==> config.mk <==
export PLATFORM = sky130hd
export DESIGN_NAME = aabb_pair_collision_resolve
export DESIGN_NICKNAME = d
export VERILOG_FILES = /design/src/rtl/aabb_pkg.sv /design/src/rtl/aabb_pair_collision_resolve.sv
export VERILOG_INCLUDE_DIRS = /design/src /design/src/rtl
export SDC_FILE = /design/constraint.sdc
export NUM_CORES = 2
export LEC_CHECK = 0
export ABC_AREA = 1
export BUFFER_PORTS_ARGS = -buffer_cell sky130_fd_sc_hd__buf_2
export CAP_MARGIN = 20
export CORE_ASPECT_RATIO = 0.75
export CORE_UTILIZATION = 38
export DETAILED_ROUTE_END_ITERATION = 10
export GPL_TIMING_DRIVEN = 0
export SKIP_LAST_GASP = 1
export SLEW_MARGIN = 20
export SYNTH_ARGS = -nofsm -noshare
export SYNTH_HDL_FRONTEND = slang
export SYNTH_SLANG_ARGS = --single-unit
==> constraint.sdc <==
create_clock -name clk -period 46.6 [get_ports clk]
set_input_delay 9.32 -clock clk [delete_from_list [all_inputs] [get_ports clk]]
set_output_delay 9.32 -clock clk [all_outputs]
set_load 0.01 [all_outputs]
==> src/rtl/assert_macros.svh <==
// Shared assertion macros.
`ifndef ASSERT_MACROS_SVH
`define ASSERT_MACROS_SVH

// Same-cycle implication, disabled during reset.
`define AST_IMPLY(lbl, clk, rst, cond, prop) \
  lbl: assert property (@(posedge clk) disable iff (rst) (cond) |-> (prop)) \
    else $error("assertion failed");

// Next-cycle implication, disabled during reset.
`define AST_NEXT(lbl, clk, rst, cond, prop) \
  lbl: assert property (@(posedge clk) disable iff (rst) (cond) |=> (prop)) \
    else $error("assertion failed");

`endif

==> src/rtl/aabb_pkg.sv <==
package aabb_pkg;

  localparam int unsigned QuoBits = 34;

  typedef struct packed {
    logic               action;
    logic signed [31:0] box_x;
    logic signed [31:0] box_y;
    logic        [30:0] box_w;
    logic        [30:0] box_h;
    logic signed [31:0] vel_x;
    logic signed [31:0] vel_y;
    logic        [15:0] mass;
    logic               fixed_body;
  } in_t;

  typedef struct packed {
    logic               body_index;
    logic               contact;
    logic signed [31:0] move_x;
    logic signed [31:0] move_y;
    logic signed [31:0] new_vel_x;
    logic signed [31:0] new_vel_y;
    logic               landed;
    logic               mass_fault;
    logic               last;
  } out_t;

  localparam logic ActStore = 1'b0;
  localparam logic ActPair  = 1'b1;

endpackage

==> src/rtl/aabb_pair_collision_resolve.sv <==
// Sequence: a store word only loads the first body. A pair word steps through S_DIFF,
// S_OVL and S_PEN; when both bodies are dynamic, overlap and have a nonzero mass total
// it then makes four multiply and divide passes (S_MUL, S_DIV, S_NEXT) on one shared
// 34-step restoring divider; then S_FIN and two result handshakes follow. No word is
// accepted until the second result handshake is done.
// Reset: synchronous; clears the sequencer and the stored first body.
`include "assert_macros.svh"

module aabb_pair_collision_resolve (
  input  logic           clk,
  input  logic           rst,
  input  logic           in_valid,
  output logic           in_ready,
  input  aabb_pkg::in_t  in_data,
  output logic           out_valid,
  input  logic           out_ready,
  output aabb_pkg::out_t out_data
);

  typedef enum logic [3:0] {
    S_IDLE, S_DIFF, S_OVL, S_PEN, S_MUL, S_DIV, S_NEXT, S_FIN, S_OUT0, S_OUT1
  } state_t;

  state_t state;

  logic signed [31:0] ax, ay, avx, avy, bx, by, bvx, bvy;
  logic        [30:0] aw, ah, bw, bh;
  logic        [15:0] ma, mb;
  logic               afix, bfix;

  logic signed [35:0] dx, dy, ox, oy;
  logic               on_x, hit;
  logic signed [31:0] pen, va, vb;
  logic signed [32:0] rel;

  logic [1:0]         k;
  logic               qneg;
  logic [16:0]        rem;
  logic [aabb_pkg::QuoBits-1:0] qs;
  logic [5:0]         cnt;
  logic signed [34:0] q [4];

  aabb_pkg::out_t r0, r1;

  // Combinational helpers
  logic [16:0]        total;
  logic               dyn;
  logic signed [35:0] ca_x, cb_x, ca_y, cb_y, adx, ady;
  logic               sel_x;
  logic signed [35:0] osel;
  logic [35:0]        half;
  logic [31:0]        mag;
  logic signed [32:0] x33;
  logic [32:0]        xmag;
  logic [15:0]        mop;
  logic [49:0]        prod;
  logic [17:0]        trial;
  logic               fits;
  aabb_pkg::out_t     r0_next, r1_next;

  function automatic logic signed [31:0] sat32(input logic signed [35:0] v);
    if (v > 36'sd2147483647) begin
      sat32 = 32'sh7FFFFFFF;
    end else if (v < -36'sd2147483648) begin
      sat32 = 32'sh80000000;
    end else begin
      sat32 = v[31:0];
    end
  endfunction

  always_comb begin
    total = {1'b0, ma} + {1'b0, mb};
    dyn   = !afix && !bfix;
    ca_x  = 36'(ax) * 36'sd2 + $signed({5'b0, aw});
    cb_x  = 36'(bx) * 36'sd2 + $signed({5'b0, bw});
    ca_y  = 36'(ay) * 36'sd2 + $signed({5'b0, ah});
    cb_y  = 36'(by) * 36'sd2 + $signed({5'b0, bh});
    adx   = dx[35] ? -dx : dx;
    ady   = dy[35] ? -dy : dy;
    sel_x = ox < oy;
    osel  = sel_x ? ox : oy;
    half  = 36'(osel + 36'sd1) >> 1;
    mag   = (half > 36'd2147483647) ? 32'h7FFFFFFF : half[31:0];
    x33   = k[1] ? rel : {pen[31], pen};
    xmag  = x33[32] ? 33'(-x33) : 33'(x33);
    mop   = k[0] ? ma : mb;
    prod  = 50'(xmag) * 50'(mop);
    trial = {rem, qs[aabb_pkg::QuoBits-1]};
    fits  = trial >= {1'b0, total};
  end

  always_comb begin
    r0_next = '{body_index: 1'b0, contact: 1'b0, move_x: '0, move_y: '0,
                new_vel_x: avx, new_vel_y: avy, landed: 1'b0,
                mass_fault: 1'b0, last: 1'b0};
    r1_next = '{body_index: 1'b1, contact: 1'b0, move_x: '0, move_y: '0,
                new_vel_x: bvx, new_vel_y: bvy, landed: 1'b0,
                mass_fault: 1'b0, last: 1'b1};
    if (hit) begin
      priority if (bfix) begin
        r0_next.contact = 1'b1; r1_next.contact = 1'b1;
        if (on_x) begin
          r0_next.move_x = pen; r0_next.new_vel_x = '0;
        end else begin
          r0_next.move_y = pen; r0_next.new_vel_y = '0;
          r0_next.landed = (pen > 0);
        end
      end else if (afix) begin
        r0_next.contact = 1'b1; r1_next.contact = 1'b1;
        if (on_x) begin
          r1_next.move_x = -pen; r1_next.new_vel_x = '0;
        end else begin
          r1_next.move_y = -pen; r1_next.new_vel_y = '0;
          r1_next.landed = (pen < 0);
        end
      end else if (total == '0) begin
        r0_next.mass_fault = 1'b1; r1_next.mass_fault = 1'b1;
      end else begin
        r0_next.contact = 1'b1; r1_next.contact = 1'b1;
        if (on_x) begin
          r0_next.move_x = q[0][31:0]; r1_next.move_x = 32'(-q[1]);
        end else begin
          r0_next.move_y = q[0][31:0]; r1_next.move_y = 32'(-q[1]);
        end
        // approaching or resting: apply the inelastic impulse
        if (pen[31] ? !rel[32] : (rel <= 0)) begin
          if (on_x) begin
            r0_next.new_vel_x = sat32(36'(va) - 36'(q[2]));
            r1_next.new_vel_x = sat32(36'(vb) + 36'(q[3]));
          end else begin
            r0_next.new_vel_y = sat32(36'(va) - 36'(q[2]));
            r1_next.new_vel_y = sat32(36'(vb) + 36'(q[3]));
          end
        end
      end
    end
  end

  assign in_ready  = (state == S_IDLE);
  assign out_valid = (state == S_OUT0) || (state == S_OUT1);
  assign out_data  = (state == S_OUT1) ? r1 : r0;

  always_ff @(posedge clk) begin
    if (rst) begin
      state <= S_IDLE;
      ax <= '0; ay <= '0; aw <= '0; ah <= '0;
      avx <= '0; avy <= '0; ma <= '0; afix <= 1'b0;
      k <= '0;
    end else begin
      unique case (state)
        S_IDLE: begin
          if (in_valid) begin
            if (in_data.action == aabb_pkg::ActStore) begin
              ax <= in_data.box_x; ay <= in_data.box_y;
              aw <= in_data.box_w; ah <= in_data.box_h;
              avx <= in_data.vel_x; avy <= in_data.vel_y;
              ma <= in_data.mass; afix <= in_data.fixed_body;
            end else begin
              bx <= in_data.box_x; by <= in_data.box_y;
              bw <= in_data.box_w; bh <= in_data.box_h;
              bvx <= in_data.vel_x; bvy <= in_data.vel_y;
              mb <= in_data.mass; bfix <= in_data.fixed_body;
              state <= S_DIFF;
            end
          end
        end
        S_DIFF: begin
          dx <= ca_x - cb_x;
          dy <= ca_y - cb_y;
          state <= S_OVL;
        end
        S_OVL: begin
          ox <= $signed({5'b0, aw}) + $signed({5'b0, bw}) - adx;
          oy <= $signed({5'b0, ah}) + $signed({5'b0, bh}) - ady;
          state <= S_PEN;
        end
        S_PEN: begin
          on_x <= sel_x;
          hit  <= (ox > 0) && (oy > 0) && !(afix && bfix);
          pen  <= (sel_x ? dx[35] : dy[35]) ? -$signed(mag) : $signed(mag);
          va   <= sel_x ? avx : avy;
          vb   <= sel_x ? bvx : bvy;
          rel  <= 33'(sel_x ? avx : avy) - 33'(sel_x ? bvx : bvy);
          k    <= '0;
          if ((ox > 0) && (oy > 0) && dyn && (total != '0)) begin
            state <= S_MUL;
          end else begin
            state <= S_FIN;
          end
        end
        S_MUL: begin
          // quotient stays below 2^34, so the top bits start below total
          qneg  <= x33[32];
          rem   <= {1'b0, prod[49:aabb_pkg::QuoBits]};
          qs    <= prod[aabb_pkg::QuoBits-1:0];
          cnt   <= 6'(aabb_pkg::QuoBits - 1);
          state <= S_DIV;
        end
        S_DIV: begin
          rem <= fits ? 17'(trial - {1'b0, total}) : trial[16:0];
          qs  <= {qs[aabb_pkg::QuoBits-2:0], fits};
          cnt <= cnt - 6'd1;
          if (cnt == '0) state <= S_NEXT;
        end
        S_NEXT: begin
          q[k] <= qneg ? -$signed({1'b0, qs}) : $signed({1'b0, qs});
          k    <= k + 2'd1;
          state <= (k == 2'd3) ? S_FIN : S_MUL;
        end
        S_FIN: begin
          r0 <= r0_next;
          r1 <= r1_next;
          state <= S_OUT0;
        end
        S_OUT0: begin
          if (out_ready) state <= S_OUT1;
        end
        S_OUT1: begin
          if (out_ready) state <= S_IDLE;
        end
        default: state <= S_IDLE;
      endcase
    end
  end

  `AST_IMPLY(a_no_overlap_io, clk, rst, in_ready, !out_valid)
  `AST_IMPLY(a_rem_bound, clk, rst, state == S_DIV, rem < total)
  `AST_IMPLY(a_last_idx, clk, rst, out_valid, out_data.last == out_data.body_index)
  `AST_NEXT(a_last_frees, clk, rst, out_valid && out_ready && out_data.last, in_ready)

endmodule

; Yosys cells after proc, flatten, opt, wreduce, memory -nomap -nowiden
; Memory sizes are Yosys's and may differ from the RTL's.
; Index checks and enable logic that the tools add are counted.
[totals]
regBits = 1014
ramBits = 140
in_bits = 212
word_cells = 202
mem_count = 1
[memory_table]
columns = name, depth, width, rd, rd_clocked_by_memory_dff, write_ports, line
row1 = q, 4, 35, 4, 0, 1, aabb_pair_collision_resolve.sv:41  ; logic signed [34:0] q [4];
[classes]
n_addsub = 25
multipliers = 1
n_lt_le_gt_ge = 12
eq_ne = 15
mux = 69
n_bitwise = 5
reduce_logical = 29
[ops]
columns = op, n
row1 = 32-bit two-way mux, 22
row2 = 129-bit two-way mux, 4
row3 = 33-bit two-way mux, 6
row4 = 66-bit two-way mux, 3
row5 = 33-bit by 32-bit adder with 34-bit output, 4
row6 = 133-bit two-way mux, 1
row7 = 128-bit two-way mux, 1
row8 = 64-bit two-way mux, 2
row9 = 36-bit two-way mux, 3
row10 = 32-bit negator, 3
row11 = "36-bit by 1-bit > comparator with 1-bit output, second input constant", 2
row12 = "36-bit by 32-bit > comparator with 1-bit output, second input constant", 2
row13 = "36-bit by 32-bit less-than comparator with 1-bit output, second input constant", 2
row14 = 36-bit negator, 2
row15 = 33-bit by 36-bit subtractor with 36-bit output, 2
row16 = 34-bit by 34-bit subtractor with 35-bit output, 2
row17 = 34-bit one-hot mux with 2 select lines, 1
row18 = 31-bit by 31-bit adder with 32-bit output, 2
row19 = 33-bit by 16-bit multiplier with 49-bit output, 1
row20 = 4-bit one-hot mux with 10 select lines, 1
row21 = 32-bit by 35-bit adder with 36-bit output, 1
row22 = "36-bit by 2-bit adder with 36-bit output, second input constant", 1
row23 = 36-bit less-than comparator, 1
row24 = 32-bit by 35-bit subtractor with 36-bit output, 1
row25 = other kinds (44), 86

; Logic depth before layout (Yosys ltp)
; An unclocked memory read counts as a cell.
[logic_depth]
word_depth = 11
depth_mapped = 49

; Worst setup path after synthesis
; Ideal clock, no wire load.
[synth_timing]
path_kind = in2reg
startpoint = input rst
endpoint = register hit (enable)
arrival_time_ns = 21.917
slack_ns = 23.739
path_stages = 1
path_cell_list = nor4_1
[synth_between]
elab_chain_cells = 2
[synth_rtl]
columns = element, line
row1 = start: declaration, aabb_pair_collision_resolve.sv:11  ; input logic rst,
row2 = 1-bit NOT (no line), n/a
row3 = 2-bit AND reduction (no line), n/a
row4 = end signal: assignment, aabb_pair_collision_resolve.sv:179  ; hit <= (ox > 0) && (oy > 0) && !(afix && bfix);
row5 = end: declaration, aabb_pair_collision_resolve.sv:32  ; logic on_x, hit;
; No other way between the ends.
; A chain may end at the register's enable or synchronous reset.

==> impl_metrics.json <==
{
  "portBuffers": 346,
  "overflow": 0,
  "p_per_area_nw_per_um2": 49.16,
  "synth_top_area_cell": "edfxtp_1",
  "dp.cells": 13468,
  "postSynthCellCount": 10066,
  "crit_path_max_fanout": 10,
  "worstHoldPathType": "flop to flop",
  "period_minus_slack_ps": 13860,
  "synth_area_leaders": "edfxtp_1 32%, fa_1 13%, nand2_1 9.3%",
  "synth_seq_cells": 1146,
  "clock.fmax_mhz": 72.14,
  "syn-num-nets": 11354,
  "gp_congestion": 0.9776,
  "end_kind": "output pin",
  "cts.sinks": 1146,
  "rows": 151,
  "cts-buffers-inserted": 120,
  "max_cap_violations": 0,
  "slew_viol_final": 0,
  "status": "finished, final reports clean",
  "cts-hold-fix-buffers": 0,
  "viasPerCell": 5.345,
  "nFillCells": 22467,
  "yosysWarnings": 0,
  "wl_per_cell_um": 22.97,
  "die-area_um2": 228800,
  "synthDominantCellAreaShare": 0.3250,
  "setup_viol": 0,
  "switching_share": 0.4345,
  "synth_common_cells": "2,127 x nand2_1, 1,446 x inv_1, 1,144 x nor2_1",
  "tightest_slew_ps": 1179,
  "clock_power_share": 0.217,
  "combPwrFrac": 0.508,
  "start_util": 0.3822,
  "async_reset_ff_frac": 0,
  "htree_num_levels": 3,
  "grt_pass1_wl_um": 460900,
  "antenna_found_initial": 41,
  "grt_max_degree": 31,
  "yosysUniqueCellTypes": 62,
  "p_seq_frac": 0.275,
  "start_kind": "flop",
  "clockBufferDepth": 3,
  "hold_viol_final": 0,
  "grt.total_usage": 0.2699,
  "multi_input_comb_area_um2": 47270,
  "fin_crit_sh": 0.2975,
  "chipHeight_um": 414.5,
  "core_area_um2": 225600,
  "layout-drive-gt1-share": 0.07074,
  "slew_headroom": 0.2090,
  "seq_area_um2": 32280,
  "routed_wl_um": 314900,
  "first_iter_violations": 8102,
  "ys_seq_area_frac": 0.3744,
  "fin_cells": 13711,
  "fin_setup_tns_ps": 0,
  "ys.flop_type": "edfxtp_1",
  "synth-edff-count": 933,
  "num-nets-final": 11895,
  "synth.most_common_cell": "nand2_1",
  "avgSynthCellArea_um2": 8.565,
  "post_cts_resize_count": 0,
  "required_ps": 37280,
  "io_pins": 347,
  "intPower_w": 0.002702,
  "first_pass_iters": 8,
  "route.vias.total": 73279,
  "grt_pass1_vias": 70328,
  "clkLatencyLatePin_ps": 830,
  "switchingPower_w": 0.002076,
  "worstPathArrival_ps": 4540,
  "synth_area_um2": 86220,
  "cts_tree": "yes",
  "path_clk_slew_ps": 70,
  "p_leak_nw": 42.73,
  "syn_to_final_growth_pct": 12.76,
  "cts_setup_buffers": 0,
  "drc": 0,
  "dp_hpwl_um": 259800,
  "path_class": "flop to output pin",
  "die-width_um": 552.0,
  "clockRootBuffer": "clkbuf_16",
  "rsz0062_at_grt": "false",
  "skew_ps": 103.1,
  "antenna_left": 0,
  "irDropWorstVdd_v": 0.00009095
}
stage by stage:
step	setup WS, ps	util	hold slack (ps)	instance area [µm²]	total power (W)
after floorplan	23740	-	435.4	86220	0.002967
after global placement	17070	0.4064	454.5	91680	0.003721
after detailed placement	33670	0.4121	464.9	92950	0.003734
after CTS	32810	0.4308	472.9	97180	0.004775
after global routing	32730	0.4308	496.1	97190	0.005097
final	32740	0.4310	470.8	97220	0.004779
registers in the layout, summed over array words and instances, names as in the netlist, 32 cells and up:
signal / cells
rel: 33
dx: 35
ax: 32
qs: 34
q: 134
va: 32
avy: 32
bvx: 32
avx: 32
dy: 35
by: 32
r1: 131
ox: 36
r0: 130
vb: 32
oy: 36
ay: 32
pen: 32
bvy: 32
bx: 32
per-layer routing:
metal / vias to the layer above / share of wire / GRT usage
li1: 33899 / - / -
met1: 35671 / 0.46 / 0.4043
met2: 3236 / 0.42 / 0.4014
met3: 443 / 0.088 / 0.04540
met4: 30 / 0.027 / 0.06708
met5: - / 0.00064 / 0
critical path, stage by stage (launching register included):
cell      delay (ps)
dfxtp_1          450
inv_1            130
nor2_1           170
inv_1            130
nor2_4           660
clkbuf_1         730
clkbuf_1         730
nand2_1          260
nand2_1          280
buf_2            190
cell usage in the layout (no fill, tap or decap), drive strengths merged, types with 92 or more instances in the layout:
master  Yosys  final
nand2    2147   2147
fa        559    559
dfxtp     213    213
ha        517    517
xor2      362    362
a21oi     596    596
buf        35    454
nand3     288    288
o21ai     710    710
xnor2     179    179
edfxtp    933    933
nor2     1157   1157
clkbuf    281    436
nand4      92     92
nor3       92     92
inv      1452   1455
cells by family (layout without fill, tap and decap cells):
| logic type | after synthesis | count (layout) | synth area share |
|---|---|---|---|
| other cells | 0 | 13 | 0 |
| simple gates | 3866 | 3866 | 0.1819 |
| compound gates | 1642 | 1642 | 0.1049 |
| xor+xnor | 541 | 541 | 0.05496 |
| buf+inv | 1795 | 2444 | 0.07905 |
| fa+ha+maj | 1076 | 1076 | 0.2048 |
| flops | 1146 | 1146 | 0.3744 |
worst paths after layout:
path,from,endpoint,slack (ps),cells past startpoint
max,state[0],out_data[37],32740,9
min,ax[30],ax[30],470,2
max reg2reg,pen[0],rem[13],34370,38
min reg2reg,ax[30],ax[30],470,2
area by class of cell:
| cell class | count | area share |
|---|---|---|
| diodes | 13 | 0.0003346 |
| plain buffers | 316 | 0.01322 |
| clock buffers | 155 | 0.03378 |
| clock inverters | 75 | 0.009666 |
| inverters | 1479 | 0.05711 |
| multi-input cells | 7125 | 0.4862 |
| flip-flops and latches | 1146 | 0.3321 |
| well taps | 2983 | 0.03839 |
| repair buffers | 419 | 0.02922 |
power by group through the flow:
stage | Sequential, W | Combinational (W) | Clock, W
floorplan | 0.00133 | 0.00164 | 0
global placement | 0.00135 | 0.00237 | 0
detailed placement | 0.00134 | 0.00240 | 0
CTS | 0.00132 | 0.00242 | 0.00105
global route | 0.00132 | 0.00269 | 0.00108
finish | 0.00132 | 0.00243 | 0.00104
No activity file was read; power rests on OpenSTA's default activity.
